`src/rtl/b2i_pkg.sv`:
```
`timescale 1ns / 1ps
// ----------------------------------------------------------------------------
// b2i_pkg
// Shared constants and types of the BGRA to 4:2:0 nearest-neighbor scaler.
// ----------------------------------------------------------------------------
package b2i_pkg;

    localparam int MAX_DIM    = 4096;
    localparam int MAX_STRIDE = 16384;

    localparam int DIM_W    = $clog2(MAX_DIM) + 1;
    localparam int CNT_W    = $clog2(MAX_DIM);
    localparam int STRIDE_W = $clog2(MAX_STRIDE) + 1;
    localparam int OFF_W    = 26;
    localparam int IDX_W    = 24;
    localparam int PIX_W    = 8;

    localparam int CFG_IDX_W  = 3;
    localparam int CFG_DATA_W = (STRIDE_W > DIM_W) ? STRIDE_W : DIM_W;

    localparam logic [CFG_IDX_W-1:0] REG_SRC_WIDTH  = 3'd0;
    localparam logic [CFG_IDX_W-1:0] REG_SRC_HEIGHT = 3'd1;
    localparam logic [CFG_IDX_W-1:0] REG_SRC_STRIDE = 3'd2;
    localparam logic [CFG_IDX_W-1:0] REG_DST_WIDTH  = 3'd3;
    localparam logic [CFG_IDX_W-1:0] REG_DST_HEIGHT = 3'd4;

    localparam logic OP_START = 1'b0;
    localparam logic OP_PIXEL = 1'b1;

    // shared multiplier
    localparam int MUL_A_W = OFF_W;
    localparam int MUL_B_W = STRIDE_W;

    // shared divider: DIV_BITS quotient bits per cycle
    localparam int DIVD_W    = OFF_W;
    localparam int DIVS_W    = DIM_W;
    localparam int DIV_BITS  = 4;
    localparam int DIV_PAD_W = ((DIVD_W + DIV_BITS - 1) / DIV_BITS) * DIV_BITS;
    localparam int DIV_STEPS = DIV_PAD_W / DIV_BITS;
    localparam int DIV_CNT_W = $clog2(DIV_STEPS + 1);

    // BT.601 limited-range coefficients
    localparam int CSC_W    = 18;
    localparam int Y_KR     = 66;
    localparam int Y_KG     = 129;
    localparam int Y_KB     = 25;
    localparam int Y_BIAS   = 16;
    localparam int CB_KR    = -38;
    localparam int CB_KG    = -74;
    localparam int CB_KB    = 112;
    localparam int CR_KR    = 112;
    localparam int CR_KG    = -94;
    localparam int CR_KB    = -18;
    localparam int C_BIAS   = 128;
    localparam int ROUND    = 128;

    typedef struct packed {
        logic                start;
        logic [DIVD_W-1:0]   dividend;
        logic [DIVS_W-1:0]   divisor;
    } div_req_t;

endpackage

```
`src/rtl/b2i_ifs.sv`:
```
`timescale 1ns / 1ps
// ----------------------------------------------------------------------------
// b2i interfaces
// Valid/ready channels for request beats and result beats.
// ----------------------------------------------------------------------------
interface b2i_req_if;
    logic                       valid;
    logic                       ready;
    logic                       op;
    logic [b2i_pkg::PIX_W-1:0]  blue;
    logic [b2i_pkg::PIX_W-1:0]  green;
    logic [b2i_pkg::PIX_W-1:0]  red;

    modport source (output valid, op, blue, green, red, input ready);
    modport sink   (input valid, op, blue, green, red, output ready);
endinterface

interface b2i_rsp_if;
    logic                       valid;
    logic                       ready;
    logic                       sample_valid;
    logic                       plane;
    logic [b2i_pkg::IDX_W-1:0]  dest_index;
    logic [b2i_pkg::PIX_W-1:0]  luma;
    logic [b2i_pkg::PIX_W-1:0]  cb;
    logic [b2i_pkg::PIX_W-1:0]  cr;
    logic                       fetch_valid;
    logic [b2i_pkg::OFF_W-1:0]  fetch_offset;
    logic                       frame_done;
    logic                       unexpected;

    modport source (output valid, sample_valid, plane, dest_index, luma, cb, cr,
                    fetch_valid, fetch_offset, frame_done, unexpected,
                    input ready);
    modport sink   (input valid, sample_valid, plane, dest_index, luma, cb, cr,
                    fetch_valid, fetch_offset, frame_done, unexpected,
                    output ready);
endinterface

```
`src/rtl/b2i_csc.sv`:
```
`timescale 1ns / 1ps
// ----------------------------------------------------------------------------
// b2i_csc
// BT.601 limited-range RGB to YCbCr conversion by constant coefficients.
// ----------------------------------------------------------------------------
module b2i_csc (
    input  logic [b2i_pkg::PIX_W-1:0] red,
    input  logic [b2i_pkg::PIX_W-1:0] green,
    input  logic [b2i_pkg::PIX_W-1:0] blue,
    output logic [b2i_pkg::PIX_W-1:0] luma,
    output logic [b2i_pkg::PIX_W-1:0] cb,
    output logic [b2i_pkg::PIX_W-1:0] cr
);

    localparam int W = b2i_pkg::CSC_W;
    localparam int P = b2i_pkg::PIX_W;

    logic signed [W-1:0] r_s;
    logic signed [W-1:0] g_s;
    logic signed [W-1:0] b_s;
    logic signed [W-1:0] y_sum;
    logic signed [W-1:0] cb_sum;
    logic signed [W-1:0] cr_sum;

    assign r_s = signed'(W'(red));
    assign g_s = signed'(W'(green));
    assign b_s = signed'(W'(blue));

    assign y_sum  = W'(b2i_pkg::Y_KR) * r_s + W'(b2i_pkg::Y_KG) * g_s
                  + W'(b2i_pkg::Y_KB) * b_s
                  + W'(b2i_pkg::ROUND + (b2i_pkg::Y_BIAS << P));
    assign cb_sum = W'(b2i_pkg::CB_KR) * r_s + W'(b2i_pkg::CB_KG) * g_s
                  + W'(b2i_pkg::CB_KB) * b_s
                  + W'(b2i_pkg::ROUND + (b2i_pkg::C_BIAS << P));
    assign cr_sum = W'(b2i_pkg::CR_KR) * r_s + W'(b2i_pkg::CR_KG) * g_s
                  + W'(b2i_pkg::CR_KB) * b_s
                  + W'(b2i_pkg::ROUND + (b2i_pkg::C_BIAS << P));

    assign luma = y_sum[2*P-1:P];
    assign cb   = cb_sum[2*P-1:P];
    assign cr   = cr_sum[2*P-1:P];

endmodule

```
`src/rtl/b2i_mul.sv`:
```
`timescale 1ns / 1ps
// ----------------------------------------------------------------------------
// b2i_mul
// Shared registered multiplier; keeps the low product bits.
// ----------------------------------------------------------------------------
module b2i_mul (
    input  logic                         clk,
    input  logic                         en,
    input  logic [b2i_pkg::MUL_A_W-1:0]  a,
    input  logic [b2i_pkg::MUL_B_W-1:0]  b,
    output logic [b2i_pkg::MUL_A_W-1:0]  prod
);

    localparam int FULL_W = b2i_pkg::MUL_A_W + b2i_pkg::MUL_B_W;

    logic [FULL_W-1:0]           full;
    logic [b2i_pkg::MUL_A_W-1:0] prod_reg;

    assign full = FULL_W'(a) * FULL_W'(b);

    always_ff @(posedge clk)
    begin
        if (en)
        begin
            prod_reg <= full[b2i_pkg::MUL_A_W-1:0];
        end
    end

    assign prod = prod_reg;

endmodule

```
`src/rtl/b2i_div.sv`:
```
`timescale 1ns / 1ps
// ----------------------------------------------------------------------------
// b2i_div
// Shared restoring divider, several quotient bits per cycle.
// ----------------------------------------------------------------------------
module b2i_div (
    input  logic                         clk,
    input  logic                         rst_n,
    input  b2i_pkg::div_req_t            req,
    output logic                         done,
    output logic [b2i_pkg::DIVD_W-1:0]   quotient
);

    localparam int PW = b2i_pkg::DIV_PAD_W;
    localparam int SW = b2i_pkg::DIVS_W;
    localparam int CW = b2i_pkg::DIV_CNT_W;

    logic [SW-1:0] rem_reg;
    logic [SW-1:0] rem_next;
    logic [PW-1:0] quo_reg;
    logic [PW-1:0] quo_next;
    logic [SW-1:0] dsr_reg;
    logic [CW-1:0] cnt_reg;
    logic          busy_reg;
    logic          done_reg;

    always_comb
    begin
        logic [SW:0]   t;
        logic [SW-1:0] r;
        logic [PW-1:0] q;
        r = rem_reg;
        q = quo_reg;
        for (int i = 0; i < b2i_pkg::DIV_BITS; i++)
        begin
            t = {r, q[PW-1]};
            q = {q[PW-2:0], 1'b0};
            if (t >= {1'b0, dsr_reg})
            begin
                t    = t - {1'b0, dsr_reg};
                q[0] = 1'b1;
            end
            r = t[SW-1:0];
        end
        rem_next = r;
        quo_next = q;
    end

    always_ff @(posedge clk or negedge rst_n)
    begin
        if (!rst_n)
        begin
            busy_reg <= 1'b0;
            done_reg <= 1'b0;
            cnt_reg  <= '0;
        end
        else
        begin
            done_reg <= 1'b0;
            if (req.start)
            begin
                busy_reg <= 1'b1;
                cnt_reg  <= CW'(b2i_pkg::DIV_STEPS);
            end
            else if (busy_reg)
            begin
                cnt_reg <= cnt_reg - 1'b1;
                if (cnt_reg == CW'(1))
                begin
                    busy_reg <= 1'b0;
                    done_reg <= 1'b1;
                end
            end
        end
    end

    always_ff @(posedge clk)
    begin
        if (req.start)
        begin
            rem_reg <= '0;
            quo_reg <= PW'(req.dividend);
            dsr_reg <= req.divisor;
        end
        else if (busy_reg)
        begin
            rem_reg <= rem_next;
            quo_reg <= quo_next;
        end
    end

    assign done     = done_reg;
    assign quotient = quo_reg[b2i_pkg::DIVD_W-1:0];

endmodule

```
`src/rtl/bgra_to_i420_nearest_scaler.sv`:
```
`timescale 1ns / 1ps
// ----------------------------------------------------------------------------
// bgra_to_i420_nearest_scaler
// Fetch engine that scales a BGRA frame into 4:2:0 YCbCr samples.
// ----------------------------------------------------------------------------
// A start beat returns the first fetch offset; each pixel beat returns one
// converted sample and the next fetch offset (the last pixel flags
// frame_done instead), luma plane first, then one Cb/Cr pair per 2x2 block.
// The request port is free again once a beat's result leaves ST_OUT: a start
// or stray-pixel beat goes straight there, the frame's last pixel through
// ST_MDEST and ST_MY, and every other pixel also through two 26-bit divisions
// on the one shared 4-bit-per-cycle divider, with the destination index, both
// products and the row offset made on one shared multiplier. The result sits
// in an output register, so the next beat is taken while it waits.
// ----------------------------------------------------------------------------
module bgra_to_i420_nearest_scaler (
    input  logic                            clk,
    input  logic                            rst_n,
    b2i_req_if.sink                         req,
    b2i_rsp_if.source                       rsp,
    input  logic                            cfg_we,
    input  logic [b2i_pkg::CFG_IDX_W-1:0]   cfg_index,
    input  logic [b2i_pkg::CFG_DATA_W-1:0]  cfg_data
);

    localparam int DW = b2i_pkg::DIM_W;
    localparam int CN = b2i_pkg::CNT_W;
    localparam int SP = b2i_pkg::STRIDE_W;
    localparam int OW = b2i_pkg::OFF_W;
    localparam int IW = b2i_pkg::IDX_W;
    localparam int PX = b2i_pkg::PIX_W;

    localparam logic [1:0] PH_IDLE   = 2'd0;
    localparam logic [1:0] PH_LUMA   = 2'd1;
    localparam logic [1:0] PH_CHROMA = 2'd2;

    localparam logic [3:0] ST_IDLE  = 4'd0;
    localparam logic [3:0] ST_MDEST = 4'd1;
    localparam logic [3:0] ST_MY    = 4'd2;
    localparam logic [3:0] ST_DY    = 4'd3;
    localparam logic [3:0] ST_DYW   = 4'd4;
    localparam logic [3:0] ST_DX    = 4'd5;
    localparam logic [3:0] ST_DXW   = 4'd6;
    localparam logic [3:0] ST_MS    = 4'd7;
    localparam logic [3:0] ST_SUM   = 4'd8;
    localparam logic [3:0] ST_OUT   = 4'd9;

    function automatic logic [DW-1:0] clamp_dim(input logic [DW-1:0] v);
        if (v == '0)
        begin
            return DW'(1);
        end
        if (v > DW'(b2i_pkg::MAX_DIM))
        begin
            return DW'(b2i_pkg::MAX_DIM);
        end
        return v;
    endfunction

    // configuration
    logic [DW-1:0] src_width_reg;
    logic [DW-1:0] src_height_reg;
    logic [SP-1:0] src_stride_reg;
    logic [DW-1:0] dst_width_reg;
    logic [DW-1:0] dst_height_reg;

    // frame state
    logic [3:0]    state_reg,  state_next;
    logic [1:0]    phase_reg,  phase_next;
    logic [CN-1:0] col_reg,    col_next;
    logic [CN-1:0] row_reg,    row_next;
    logic          pend_reg,   pend_next;

    // per-beat work
    logic [CN-1:0] dst_col_reg;
    logic [CN-1:0] dst_row_reg;
    logic [DW-1:0] pw_reg;
    logic [DW-1:0] fx_reg;
    logic [DW-1:0] fy_reg;
    logic          fin_reg;
    logic [OW-1:0] srow_reg;
    logic [OW-1:0] scol_reg;

    // pending result
    logic          res_sv_reg;
    logic          res_plane_reg;
    logic [IW-1:0] res_dest_reg;
    logic [PX-1:0] res_luma_reg;
    logic [PX-1:0] res_cb_reg;
    logic [PX-1:0] res_cr_reg;
    logic          res_fv_reg;
    logic [OW-1:0] res_off_reg;
    logic          res_done_reg;
    logic          res_unexp_reg;

    // output stage
    logic          out_valid_reg, out_valid_next;
    logic          out_sv_reg;
    logic          out_plane_reg;
    logic [IW-1:0] out_dest_reg;
    logic [PX-1:0] out_luma_reg;
    logic [PX-1:0] out_cb_reg;
    logic [PX-1:0] out_cr_reg;
    logic          out_fv_reg;
    logic [OW-1:0] out_off_reg;
    logic          out_done_reg;
    logic          out_unexp_reg;

    logic [DW-1:0] sw_c, sh_c, dw_c, dh_c, cw_c, ch_c;
    logic [SP-1:0] sp_c;
    logic          in_acc;
    logic          stray;
    logic          sample_acc;
    logic          is_chroma;
    logic [DW-1:0] pw, ph;
    logic [DW-1:0] col_inc;
    logic          wrap;
    logic [DW-1:0] col_n, row_n;
    logic          row_end, empty_c, fin, to_chroma, new_chroma;
    logic [CN-1:0] col_new, row_new;
    logic          slot_free;
    logic [PX-1:0] csc_y, csc_cb, csc_cr;

    logic                          mul_en;
    logic [b2i_pkg::MUL_A_W-1:0]   mul_a;
    logic [b2i_pkg::MUL_B_W-1:0]   mul_b;
    logic [b2i_pkg::MUL_A_W-1:0]   prod;
    b2i_pkg::div_req_t             div_req;
    logic                          div_done;
    logic [b2i_pkg::DIVD_W-1:0]    div_q;

    always_ff @(posedge clk or negedge rst_n)
    begin
        if (!rst_n)
        begin
            src_width_reg  <= DW'(800);
            src_height_reg <= DW'(480);
            src_stride_reg <= SP'(3200);
            dst_width_reg  <= DW'(400);
            dst_height_reg <= DW'(240);
        end
        else if (cfg_we)
        begin
            case (cfg_index)
                b2i_pkg::REG_SRC_WIDTH:  src_width_reg  <= cfg_data[DW-1:0];
                b2i_pkg::REG_SRC_HEIGHT: src_height_reg <= cfg_data[DW-1:0];
                b2i_pkg::REG_SRC_STRIDE: src_stride_reg <= cfg_data[SP-1:0];
                b2i_pkg::REG_DST_WIDTH:  dst_width_reg  <= cfg_data[DW-1:0];
                b2i_pkg::REG_DST_HEIGHT: dst_height_reg <= cfg_data[DW-1:0];
                default:                 ;
            endcase
        end
    end

    assign sw_c = clamp_dim(src_width_reg);
    assign sh_c = clamp_dim(src_height_reg);
    assign dw_c = clamp_dim(dst_width_reg);
    assign dh_c = clamp_dim(dst_height_reg);
    assign cw_c = {1'b0, dw_c[DW-1:1]};
    assign ch_c = {1'b0, dh_c[DW-1:1]};
    assign sp_c = (src_stride_reg > SP'(b2i_pkg::MAX_STRIDE)) ?
                  SP'(b2i_pkg::MAX_STRIDE) : src_stride_reg;

    assign req.ready  = (state_reg == ST_IDLE);
    assign in_acc     = req.valid && req.ready;
    assign stray      = !pend_reg || (phase_reg == PH_IDLE);
    assign sample_acc = (req.op == b2i_pkg::OP_PIXEL) && !stray;

    // next raster position
    assign is_chroma  = (phase_reg == PH_CHROMA);
    assign pw         = is_chroma ? cw_c : dw_c;
    assign ph         = is_chroma ? ch_c : dh_c;
    assign col_inc    = DW'(col_reg) + DW'(1);
    assign wrap       = (col_inc >= pw);
    assign col_n      = wrap ? '0 : col_inc;
    assign row_n      = wrap ? DW'(row_reg) + DW'(1) : DW'(row_reg);
    assign row_end    = (row_n >= ph);
    assign empty_c    = (cw_c == '0) || (ch_c == '0);
    assign fin        = row_end && (is_chroma || empty_c);
    assign to_chroma  = row_end && !is_chroma && !empty_c;
    assign new_chroma = to_chroma || (is_chroma && !fin);
    assign col_new    = row_end ? '0 : col_n[CN-1:0];
    assign row_new    = row_end ? '0 : row_n[CN-1:0];

    b2i_csc u_csc (
        .red   (req.red),
        .green (req.green),
        .blue  (req.blue),
        .luma  (csc_y),
        .cb    (csc_cb),
        .cr    (csc_cr)
    );

    always_comb
    begin
        state_next = state_reg;
        phase_next = phase_reg;
        col_next   = col_reg;
        row_next   = row_reg;
        pend_next  = pend_reg;
        case (state_reg)
            ST_IDLE:
            begin
                if (in_acc)
                begin
                    if (req.op == b2i_pkg::OP_START)
                    begin
                        phase_next = PH_LUMA;
                        col_next   = '0;
                        row_next   = '0;
                        pend_next  = 1'b1;
                        state_next = ST_OUT;
                    end
                    else if (stray)
                    begin
                        state_next = ST_OUT;
                    end
                    else
                    begin
                        col_next   = col_new;
                        row_next   = row_new;
                        if (fin)
                        begin
                            phase_next = PH_IDLE;
                            pend_next  = 1'b0;
                        end
                        else if (to_chroma)
                        begin
                            phase_next = PH_CHROMA;
                        end
                        state_next = ST_MDEST;
                    end
                end
            end
            ST_MDEST: state_next = ST_MY;
            ST_MY:    state_next = fin_reg ? ST_OUT : ST_DY;
            ST_DY:    state_next = ST_DYW;
            ST_DYW:   state_next = div_done ? ST_DX : ST_DYW;
            ST_DX:    state_next = ST_DXW;
            ST_DXW:   state_next = div_done ? ST_MS : ST_DXW;
            ST_MS:    state_next = ST_SUM;
            ST_SUM:   state_next = ST_OUT;
            ST_OUT:   state_next = slot_free ? ST_IDLE : ST_OUT;
            default:  state_next = ST_IDLE;
        endcase
    end

    always_ff @(posedge clk or negedge rst_n)
    begin
        if (!rst_n)
        begin
            state_reg <= ST_IDLE;
            phase_reg <= PH_IDLE;
            col_reg   <= '0;
            row_reg   <= '0;
            pend_reg  <= 1'b0;
        end
        else
        begin
            state_reg <= state_next;
            phase_reg <= phase_next;
            col_reg   <= col_next;
            row_reg   <= row_next;
            pend_reg  <= pend_next;
        end
    end

    // shared multiplier operands
    always_comb
    begin
        mul_en = 1'b0;
        mul_a  = '0;
        mul_b  = '0;
        case (state_reg)
            ST_MDEST:
            begin
                mul_en = 1'b1;
                mul_a  = b2i_pkg::MUL_A_W'(dst_row_reg);
                mul_b  = b2i_pkg::MUL_B_W'(pw_reg);
            end
            ST_MY:
            begin
                mul_en = 1'b1;
                mul_a  = b2i_pkg::MUL_A_W'(fy_reg);
                mul_b  = b2i_pkg::MUL_B_W'(sh_c);
            end
            ST_DY:
            begin
                mul_en = 1'b1;
                mul_a  = b2i_pkg::MUL_A_W'(fx_reg);
                mul_b  = b2i_pkg::MUL_B_W'(sw_c);
            end
            ST_MS:
            begin
                mul_en = 1'b1;
                mul_a  = srow_reg;
                mul_b  = sp_c;
            end
            default: ;
        endcase
    end

    b2i_mul u_mul (
        .clk  (clk),
        .en   (mul_en),
        .a    (mul_a),
        .b    (mul_b),
        .prod (prod)
    );

    assign div_req.start    = (state_reg == ST_DY) || (state_reg == ST_DX);
    assign div_req.dividend = prod;
    assign div_req.divisor  = (state_reg == ST_DX) ? dw_c : dh_c;

    b2i_div u_div (
        .clk      (clk),
        .rst_n    (rst_n),
        .req      (div_req),
        .done     (div_done),
        .quotient (div_q)
    );

    always_ff @(posedge clk)
    begin
        if (in_acc)
        begin
            res_sv_reg    <= sample_acc;
            res_plane_reg <= sample_acc && is_chroma;
            res_dest_reg  <= '0;
            res_luma_reg  <= (sample_acc && !is_chroma) ? csc_y : '0;
            res_cb_reg    <= (sample_acc && is_chroma) ? csc_cb : '0;
            res_cr_reg    <= (sample_acc && is_chroma) ? csc_cr : '0;
            res_fv_reg    <= (req.op == b2i_pkg::OP_START) || (sample_acc && !fin);
            res_off_reg   <= '0;
            res_done_reg  <= sample_acc && fin;
            res_unexp_reg <= (req.op == b2i_pkg::OP_PIXEL) && stray;
            dst_col_reg   <= col_reg;
            dst_row_reg   <= row_reg;
            pw_reg        <= pw;
            fx_reg        <= new_chroma ? {col_new, 1'b0} : DW'(col_new);
            fy_reg        <= new_chroma ? {row_new, 1'b0} : DW'(row_new);
            fin_reg       <= fin;
        end
        if (state_reg == ST_MY)
        begin
            res_dest_reg <= prod[IW-1:0] + IW'(dst_col_reg);
        end
        if ((state_reg == ST_DYW) && div_done)
        begin
            srow_reg <= div_q;
        end
        if ((state_reg == ST_DXW) && div_done)
        begin
            scol_reg <= div_q;
        end
        if (state_reg == ST_SUM)
        begin
            res_off_reg <= prod + {scol_reg[OW-3:0], 2'b00};
        end
    end

    // output register
    assign slot_free = !out_valid_reg || rsp.ready;

    always_comb
    begin
        out_valid_next = out_valid_reg;
        if ((state_reg == ST_OUT) && slot_free)
        begin
            out_valid_next = 1'b1;
        end
        else if (rsp.ready)
        begin
            out_valid_next = 1'b0;
        end
    end

    always_ff @(posedge clk or negedge rst_n)
    begin
        if (!rst_n)
        begin
            out_valid_reg <= 1'b0;
        end
        else
        begin
            out_valid_reg <= out_valid_next;
        end
    end

    always_ff @(posedge clk)
    begin
        if ((state_reg == ST_OUT) && slot_free)
        begin
            out_sv_reg    <= res_sv_reg;
            out_plane_reg <= res_plane_reg;
            out_dest_reg  <= res_dest_reg;
            out_luma_reg  <= res_luma_reg;
            out_cb_reg    <= res_cb_reg;
            out_cr_reg    <= res_cr_reg;
            out_fv_reg    <= res_fv_reg;
            out_off_reg   <= res_off_reg;
            out_done_reg  <= res_done_reg;
            out_unexp_reg <= res_unexp_reg;
        end
    end

    assign rsp.valid        = out_valid_reg;
    assign rsp.sample_valid = out_sv_reg;
    assign rsp.plane        = out_plane_reg;
    assign rsp.dest_index   = out_dest_reg;
    assign rsp.luma         = out_luma_reg;
    assign rsp.cb           = out_cb_reg;
    assign rsp.cr           = out_cr_reg;
    assign rsp.fetch_valid  = out_fv_reg;
    assign rsp.fetch_offset = out_off_reg;
    assign rsp.frame_done   = out_done_reg;
    assign rsp.unexpected   = out_unexp_reg;

endmodule

```
`src/flat_wrapper.sv`:
```
// flat-port wrapper written by rule: the top's interface ports become plain ports
module bgra_to_i420_nearest_scaler_flat 
  (clk, rst_n, cfg_we, cfg_index, cfg_data, req_valid, req_op, req_blue, req_green, req_red, req_ready, rsp_valid, rsp_sample_valid, rsp_plane, rsp_dest_index, rsp_luma, rsp_cb, rsp_cr, rsp_fetch_valid, rsp_fetch_offset, rsp_frame_done, rsp_unexpected, rsp_ready);
  b2i_req_if req_i ();
  b2i_rsp_if rsp_i ();
  input  logic clk;
  input  logic rst_n;
  input  logic cfg_we;
  input  logic [b2i_pkg::CFG_IDX_W-1:0] cfg_index;
  input  logic [b2i_pkg::CFG_DATA_W-1:0] cfg_data;
  input wire logic [$bits(req_i.valid)-1:0] req_valid;
  input wire logic [$bits(req_i.op)-1:0] req_op;
  input wire logic [$bits(req_i.blue)-1:0] req_blue;
  input wire logic [$bits(req_i.green)-1:0] req_green;
  input wire logic [$bits(req_i.red)-1:0] req_red;
  output wire logic [$bits(req_i.ready)-1:0] req_ready;
  output wire logic [$bits(rsp_i.valid)-1:0] rsp_valid;
  output wire logic [$bits(rsp_i.sample_valid)-1:0] rsp_sample_valid;
  output wire logic [$bits(rsp_i.plane)-1:0] rsp_plane;
  output wire logic [$bits(rsp_i.dest_index)-1:0] rsp_dest_index;
  output wire logic [$bits(rsp_i.luma)-1:0] rsp_luma;
  output wire logic [$bits(rsp_i.cb)-1:0] rsp_cb;
  output wire logic [$bits(rsp_i.cr)-1:0] rsp_cr;
  output wire logic [$bits(rsp_i.fetch_valid)-1:0] rsp_fetch_valid;
  output wire logic [$bits(rsp_i.fetch_offset)-1:0] rsp_fetch_offset;
  output wire logic [$bits(rsp_i.frame_done)-1:0] rsp_frame_done;
  output wire logic [$bits(rsp_i.unexpected)-1:0] rsp_unexpected;
  input wire logic [$bits(rsp_i.ready)-1:0] rsp_ready;
  assign req_i.valid = req_valid;
  assign req_i.op = req_op;
  assign req_i.blue = req_blue;
  assign req_i.green = req_green;
  assign req_i.red = req_red;
  assign req_ready = req_i.ready;
  assign rsp_valid = rsp_i.valid;
  assign rsp_sample_valid = rsp_i.sample_valid;
  assign rsp_plane = rsp_i.plane;
  assign rsp_dest_index = rsp_i.dest_index;
  assign rsp_luma = rsp_i.luma;
  assign rsp_cb = rsp_i.cb;
  assign rsp_cr = rsp_i.cr;
  assign rsp_fetch_valid = rsp_i.fetch_valid;
  assign rsp_fetch_offset = rsp_i.fetch_offset;
  assign rsp_frame_done = rsp_i.frame_done;
  assign rsp_unexpected = rsp_i.unexpected;
  assign rsp_i.ready = rsp_ready;
  bgra_to_i420_nearest_scaler u_core (.clk(clk), .rst_n(rst_n), .req(req_i), .rsp(rsp_i), .cfg_we(cfg_we), .cfg_index(cfg_index), .cfg_data(cfg_data));
endmodule
```
`config.mk`:
```
export PLATFORM = sky130hd
export DESIGN_NAME = bgra_to_i420_nearest_scaler_flat
export DESIGN_NICKNAME = d
export VERILOG_FILES = /design/src/rtl/b2i_pkg.sv /design/src/rtl/b2i_ifs.sv /design/src/rtl/b2i_csc.sv /design/src/rtl/b2i_mul.sv /design/src/rtl/b2i_div.sv /design/src/rtl/bgra_to_i420_nearest_scaler.sv /design/src/flat_wrapper.sv
export SDC_FILE = /design/constraint.sdc
export NUM_CORES = 2
export LEC_CHECK = 0
export ABC_AREA = 0
export CAP_MARGIN = 20
export CORE_UTILIZATION = 45
export CTS_BUF_LIST = sky130_fd_sc_hd__clkbuf_16
export DETAILED_ROUTE_END_ITERATION = 8
export DONT_BUFFER_PORTS = 1
export GPL_TIMING_DRIVEN = 0
export PLACE_DENSITY_LB_ADDON = 0.08
export SYNTH_ARGS = -nofsm -noshare
export SYNTH_HDL_FRONTEND = slang
export SYNTH_SLANG_ARGS = --single-unit
```
`constraint.sdc`:
```
create_clock -name clk -period 12.38 [get_ports clk]
set_input_delay 1.857 -clock clk [delete_from_list [all_inputs] [get_ports clk]]
set_output_delay 1.857 -clock clk [all_outputs]
set_load 0.02 [all_outputs]
```
# Word-level counts from Yosys, hierarchy flattened
# Index checks and enable logic that the tools add are counted.
# W data, S select, Z words.
totals:
  regBits: 456
  out_inout_bits: 81
  elab_cells: 243
op_classes:
  order_cmp: 11
  bitwise: 1
  n_reduce_logical: 49
  n_eq_ne: 19
  n_addsub: 18
  mux: 84
  n_mul: 10
op_table:
  columns: ["op", "n"]
  rows:
  - ["$mux W13", 24]
  - ["$mux W12", 9]
  - ["$mux W26", 4]
  - ["$pmux W26 S4", 1]
  - ["$logic_not A13 Y1", 6]
  - ["$pmux W15 S4", 1]
  - ["$ge A14 B13 Y1", 4]
  - ["$gt A13 B13 Y1 const B", 4]
  - ["$sub A13 B13 Y13", 4]
  - ["$add A16 B16 Y16", 3]
  - ["$mux W24", 2]
  - ["$pmux W4 S10", 1]
  - ["$add A16 B16 Y16 const B", 2]
  - ["$mul A7 B9 Y15 const A", 2]
  - ["$mux W1", 30]
  - ["$add A12 B1 Y13 const B", 2]
  - ["$add A26 B26 Y26", 1]
  - ["$ge A13 B13 Y1", 2]
  - ["$mul A26 B15 Y26", 1]
  - ["$add A24 B12 Y24", 1]
  - ["$mul A3 B8 Y11 const A", 2]
  - ["$mux W4", 5]
  - ["$add A15 B16 Y16", 1]
  - ["$add A16 B14 Y16", 1]
  - ["other kinds (35)", 79]

# Longest topological paths before layout
depth:
  depth_word: 15
  depth_mapped: 48
  ltp_nobuf: 44

# Cells and area by module
# A second synthesis with hierarchy kept.
unflattened:
  hier_cells: 3859
  hier_area_um2: 40538.9
by_module_without_submodules:
  columns: ["module", "cells_per_inst", "seq_area_each_um2", "area_each_um2", "instances"]
  rows:
  - ["bgra_to_i420_nearest_scaler", 1442, 10666.5, 17705.7, 1]
  - ["b2i_mul", 975, 780.7, 9016.1, 1]
  - ["b2i_csc", 871, 0.0, 8298.0, 1]
  - ["b2i_div", 571, 1596.5, 5519.0, 1]

# Least setup slack after synthesis
# No wires, ideal clock.
synth_timing:
  path_type: "register to register"
  from: "register u_core.u_div.dsr_reg[0]"
  to: "register u_core.u_div.quo_reg[0], data pin"
  slack_ns: 3.094
  t_required_ns: 12.113
  synth_period_minus_slack_ns: 9.286
  path_stages_with_launch: 46
  t_arrival_ns: 9.020
  path_cell_list: "edfxtp_1 -> ha_1 -> fa_1 -> nor2b_1 -> o21ai_1 -> a21oi_1 -> o21ai_1 -> nand2_1 -> clkbuf_1 -> nand2_1 -> o21ai_0 -> inv_1 -> ha_1 -> or4_1 -> o311a_1 -> a211oi_1 -> o21ai_0 -> a221o_1 -> [10 not listed] -> o31ai_1 -> or3b_4 -> and2_4 -> buf_6 -> a221o_1 -> ha_1 -> a21o_1 -> a21o_1 -> a221oi_1 -> o21ai_0 -> o211a_1 -> nor4_1 -> o21bai_1 -> a211o_1 -> buf_6 -> buf_6 -> nand2_1 -> o21ai_0"
synth_via:
  elab_chain_cells: 10
synth_lines:
  columns: ["item", "line", "text"]
  rows:
  - ["start, declared", "b2i_div.sv:22", "logic [SW-1:0] dsr_reg;"]
  - ["start signal, assigned", "b2i_div.sv:83", "dsr_reg <= req.divisor;"]
  - ["$sub A13 B13 Y13 or $ge A14 B13 Y1 (tied branches)", "b2i_div.sv:40, b2i_div.sv:38", null]
  - ["$mux W13", "b2i_div.sv:38", "if (t >= {1'b0, dsr_reg})"]
  - ["$sub A13 B13 Y13 or $ge A14 B13 Y1 (tied branches)", "b2i_div.sv:40, b2i_div.sv:38", null]
  - ["$mux W13", "b2i_div.sv:38", null]
  - ["$sub A13 B13 Y13 or $ge A14 B13 Y1 (tied branches)", "b2i_div.sv:40, b2i_div.sv:38", null]
  - ["$mux W13", "b2i_div.sv:38", null]
  - ["$ge A14 B13 Y1 *", "b2i_div.sv:38", null]
  - ["$mux W1 *", "b2i_div.sv:38", null]
  - ["$mux W26 *", "b2i_div.sv:85", "else if (busy_reg)"]
  - ["$mux W26 *", "b2i_div.sv:79", "if (req.start)"]
  - ["end signal, assigned", "b2i_div.sv:82", "quo_reg <= PW'(req.dividend);"]
  - ["end signal, assigned", "b2i_div.sv:88", "quo_reg <= quo_next;"]
  - ["end, declared", "b2i_div.sv:20", "logic [PW-1:0] quo_reg;"]
# Every way passes the cells marked *; elsewhere a longest branch is shown, timed or not. The select of a mux whose other input is x is not followed.
# A chain may end at the register's enable or synchronous reset.

# Final worst setup path
# Ends and elaborated chain as after synthesis.

==> metrics.log <==
INFO  metric result_of_the_run = completed
INFO  metric clkTransAtPathRegs = 0.06 ns
INFO  metric route.detailed.vias_per_inst = 5.37
INFO  metric gr-usage-all-layers = 24.6%
INFO  metric synth_area_leader_cell = edfxtp_1
INFO  metric postSynthRegisterBits = 456
INFO  metric clock_sinks = 456
INFO  metric start_util = 45.6%
INFO  metric cp_data_required_time = 12.73 ns
INFO  metric net_count_reported_at_finish = 4689
INFO  metric first_global_vias = 27.7k
INFO  metric met1_length = 45200 um
INFO  metric dominantRegCellSynth = edfxtp_1
INFO  metric mappedNetlistArea = 39000 sq um
INFO  metric timing.critical_path.to_type = register
INFO  metric count_of_nets_left_with_antenna_violations_after_detail_routing = 0
INFO  metric synth.area.top_cells = edfxtp_1 26%, fa_1 16%, ha_1 14%
INFO  metric share_of_the_synthesized_area_in_the_top_cell_type = 25.9%
INFO  metric grt-ovfl-total = 0
INFO  metric clock.fmax = 0.0871 GHz
INFO  metric critical_path.top_delay_family = compound AO/OA/AOI/OAI gates
INFO  metric holdBufCountCts = 0
INFO  metric die_w = 296 um
INFO  metric hold_violations = 0
INFO  metric route.vias.total = 27.2k
INFO  metric post_cts_sizing_count = 0
INFO  metric worstSetupStartpointType = register
INFO  metric timing_worst_setup_path_type = register to register
INFO  metric critical-path-top-cell-by-count = a21oi_1
INFO  metric core-area = 85500 sq um
INFO  metric largest_reg_flops = 28
INFO  metric buffer_ports.inserted = 0
INFO  metric h-tree-depth = 2
INFO  metric worst_slew_pin_slew = 1.18 ns
INFO  metric rsz0062_at_grt = no
INFO  metric floorplan.rows = 107
INFO  metric drt_first_iter_violations = 1500
INFO  metric boundaryPins = 129
INFO  metric grt_antenna_before_repair = 2
INFO  metric post_synth_arst_share = 22.8%
INFO  metric finalWirelength = 105000 um
INFO  metric fp.dieH = 296 um
INFO  metric tritoncts = yes
INFO  metric ys_seq_area_share = 33.4%
INFO  metric first_pass_grt_wire_length = 163000 um
INFO  metric fin_util = 49.7%
INFO  metric synth_edf_count = 337
INFO  metric drc = 0
INFO  metric cts.root.buffer_cell = clkbuf_16
INFO  metric route.top_layer_used = met5
INFO  metric hp-class = register to register
INFO  metric cts.path.max_buffers = 3
INFO  metric wl_met2 = 51300 um
INFO  metric pin_count_of_the_biggest_net_entering_global_routing = 105
INFO  metric layout_min_cycle_time = 11.48 ns
INFO  metric avgRoutedWirePerCell = 20.7 um
INFO  metric setup_violations = 0
INFO  metric yosysWarningCount = 0
INFO  metric drv_slew = 0
INFO  metric place_hpwl = 84300 um
INFO  metric critical_path_arrival = 11.83 ns
INFO  metric share_of_layout_cells_above_drive_strength_1 = 5.51%
INFO  metric clock_latency = 0.62 ns
INFO  metric worst-r2r-setup-slack = 0.90 ns
INFO  metric first_pass_iters = 5
INFO  metric layoutNonFillerInstCount = 5064
INFO  metric fin_skew = 0.0319 ns
INFO  metric numPlacedInstances = 4964
INFO  metric critical_path.max_fanout = 10
INFO  metric timing.setup.tns = 0 ns
INFO  metric number_of_violations_of_the_max_capacitance_limit = 0
INFO  metric place_congestion = 0.950
INFO  metric cts_buffers = 51
INFO  metric crit_buf_inv = 6
INFO  metric synthMostInstantiatedCell = inv_1
INFO  metric mappedNetlistNets = 4622
INFO  metric worst_case_headroom_to_the_max_slew_limit = 21.6%
INFO  metric cpPeakStageDelay = 0.59 ns
INFO  metric synth_cell_type_count = 77
INFO  metric cell_count_after_synthesis = 3809
INFO  metric amount_of_wire_on_met3_after_detailed_routing = 5560 um
INFO  metric synth.avg_cell_area = 10.2 sq um
INFO  metric die_area = 87900 sq um
INFO  metric post_synth_most_frequent_cells = 524 x inv_1, 447 x ha_1, 441 x nand2_1
INFO  metric cts_post_setup_buffers_inserted = 0
INFO  metric critical_path.slowest_cell = a221oi_1
INFO  metric syn2layout_area_growth = 8.94%
INFO  metric final_clock_period_utilization_by_the_worst_path = 92.8%
cell type report:
type,count,area [sq um]
clock buffers,52,1300
clock inverters,44,459
fillers,7969,43100
inverters,525,1970
multi-input cells,2716,23600
plain buffers,112,458
repair buffers,14,260
flip-flops and latches,456,13000
well taps,1144,1430
diodes,1,2.50
stage by stage:
stage                     hold WS, ns  instance area, sq um  worst slack, ns
after floorplan                 0.400                 39000             3.09
after global placement          0.401                 40400             1.09
after detailed placement        0.405                 40700             1.03
after CTS                       0.414                 42400             1.02
after global routing            0.420                 42500           0.0360
final                           0.412                 42500            0.897
kinds of logic after synthesis:
| kind of cell | Yosys count | share of synthesized area, % |
|---|---|---|
| DFF | 456 | 33.4 |
| buffers and inverters | 637 | 6.23 |
| AOI/OAI and AO/OA | 596 | 9.79 |
| xor gates and xnor gates | 218 | 4.89 |
| adders and majority gates | 765 | 30.7 |
| and+or+nand+nor | 1031 | 12.0 |
| muxes | 106 | 2.96 |
path summary, 6_finish.rpt:
| path | from | end | cells after the start |
|---|---|---|---|
| max | u_core.u_div.dsr_reg[0] | u_core.u_div.quo_reg[0] | 46 |
| min | u_core.res_cr_reg[0] | u_core.rsp.cr[0] | 0 |
| max reg2reg | u_core.u_div.dsr_reg[0] | u_core.u_div.quo_reg[0] | 46 |
| min reg2reg | u_core.res_cr_reg[0] | u_core.rsp.cr[0] | 0 |
| max in group asynchronous | rst_n | u_core.src_stride_reg[10] | 0 |
| min in group asynchronous | rst_n | u_core.u_div.cnt_reg[1] | 0 |
placed cells by master, fill, tap and decap left out, drive strengths merged, types with 87 or more instances in the layout:
cell type	count
inv	534
ha	447
nand2	442
edfxtp	337
fa	318
nor2	239
a21oi	172
clkbuf	152
xnor2	141
o21ai	132
dfrtp	87
per-layer routing:
metal | up-vias | track usage [%]
li1 | 13000 | -
met1 | 13300 | 31.8
met2 | 697 | 42.7
met3 | 139 | 3.77
met4 | 4 | 6.60
met5 | - | 0
Power is not shown: default switching activity piles up to over one toggle a cycle in this logic, so the estimate is an artifact.
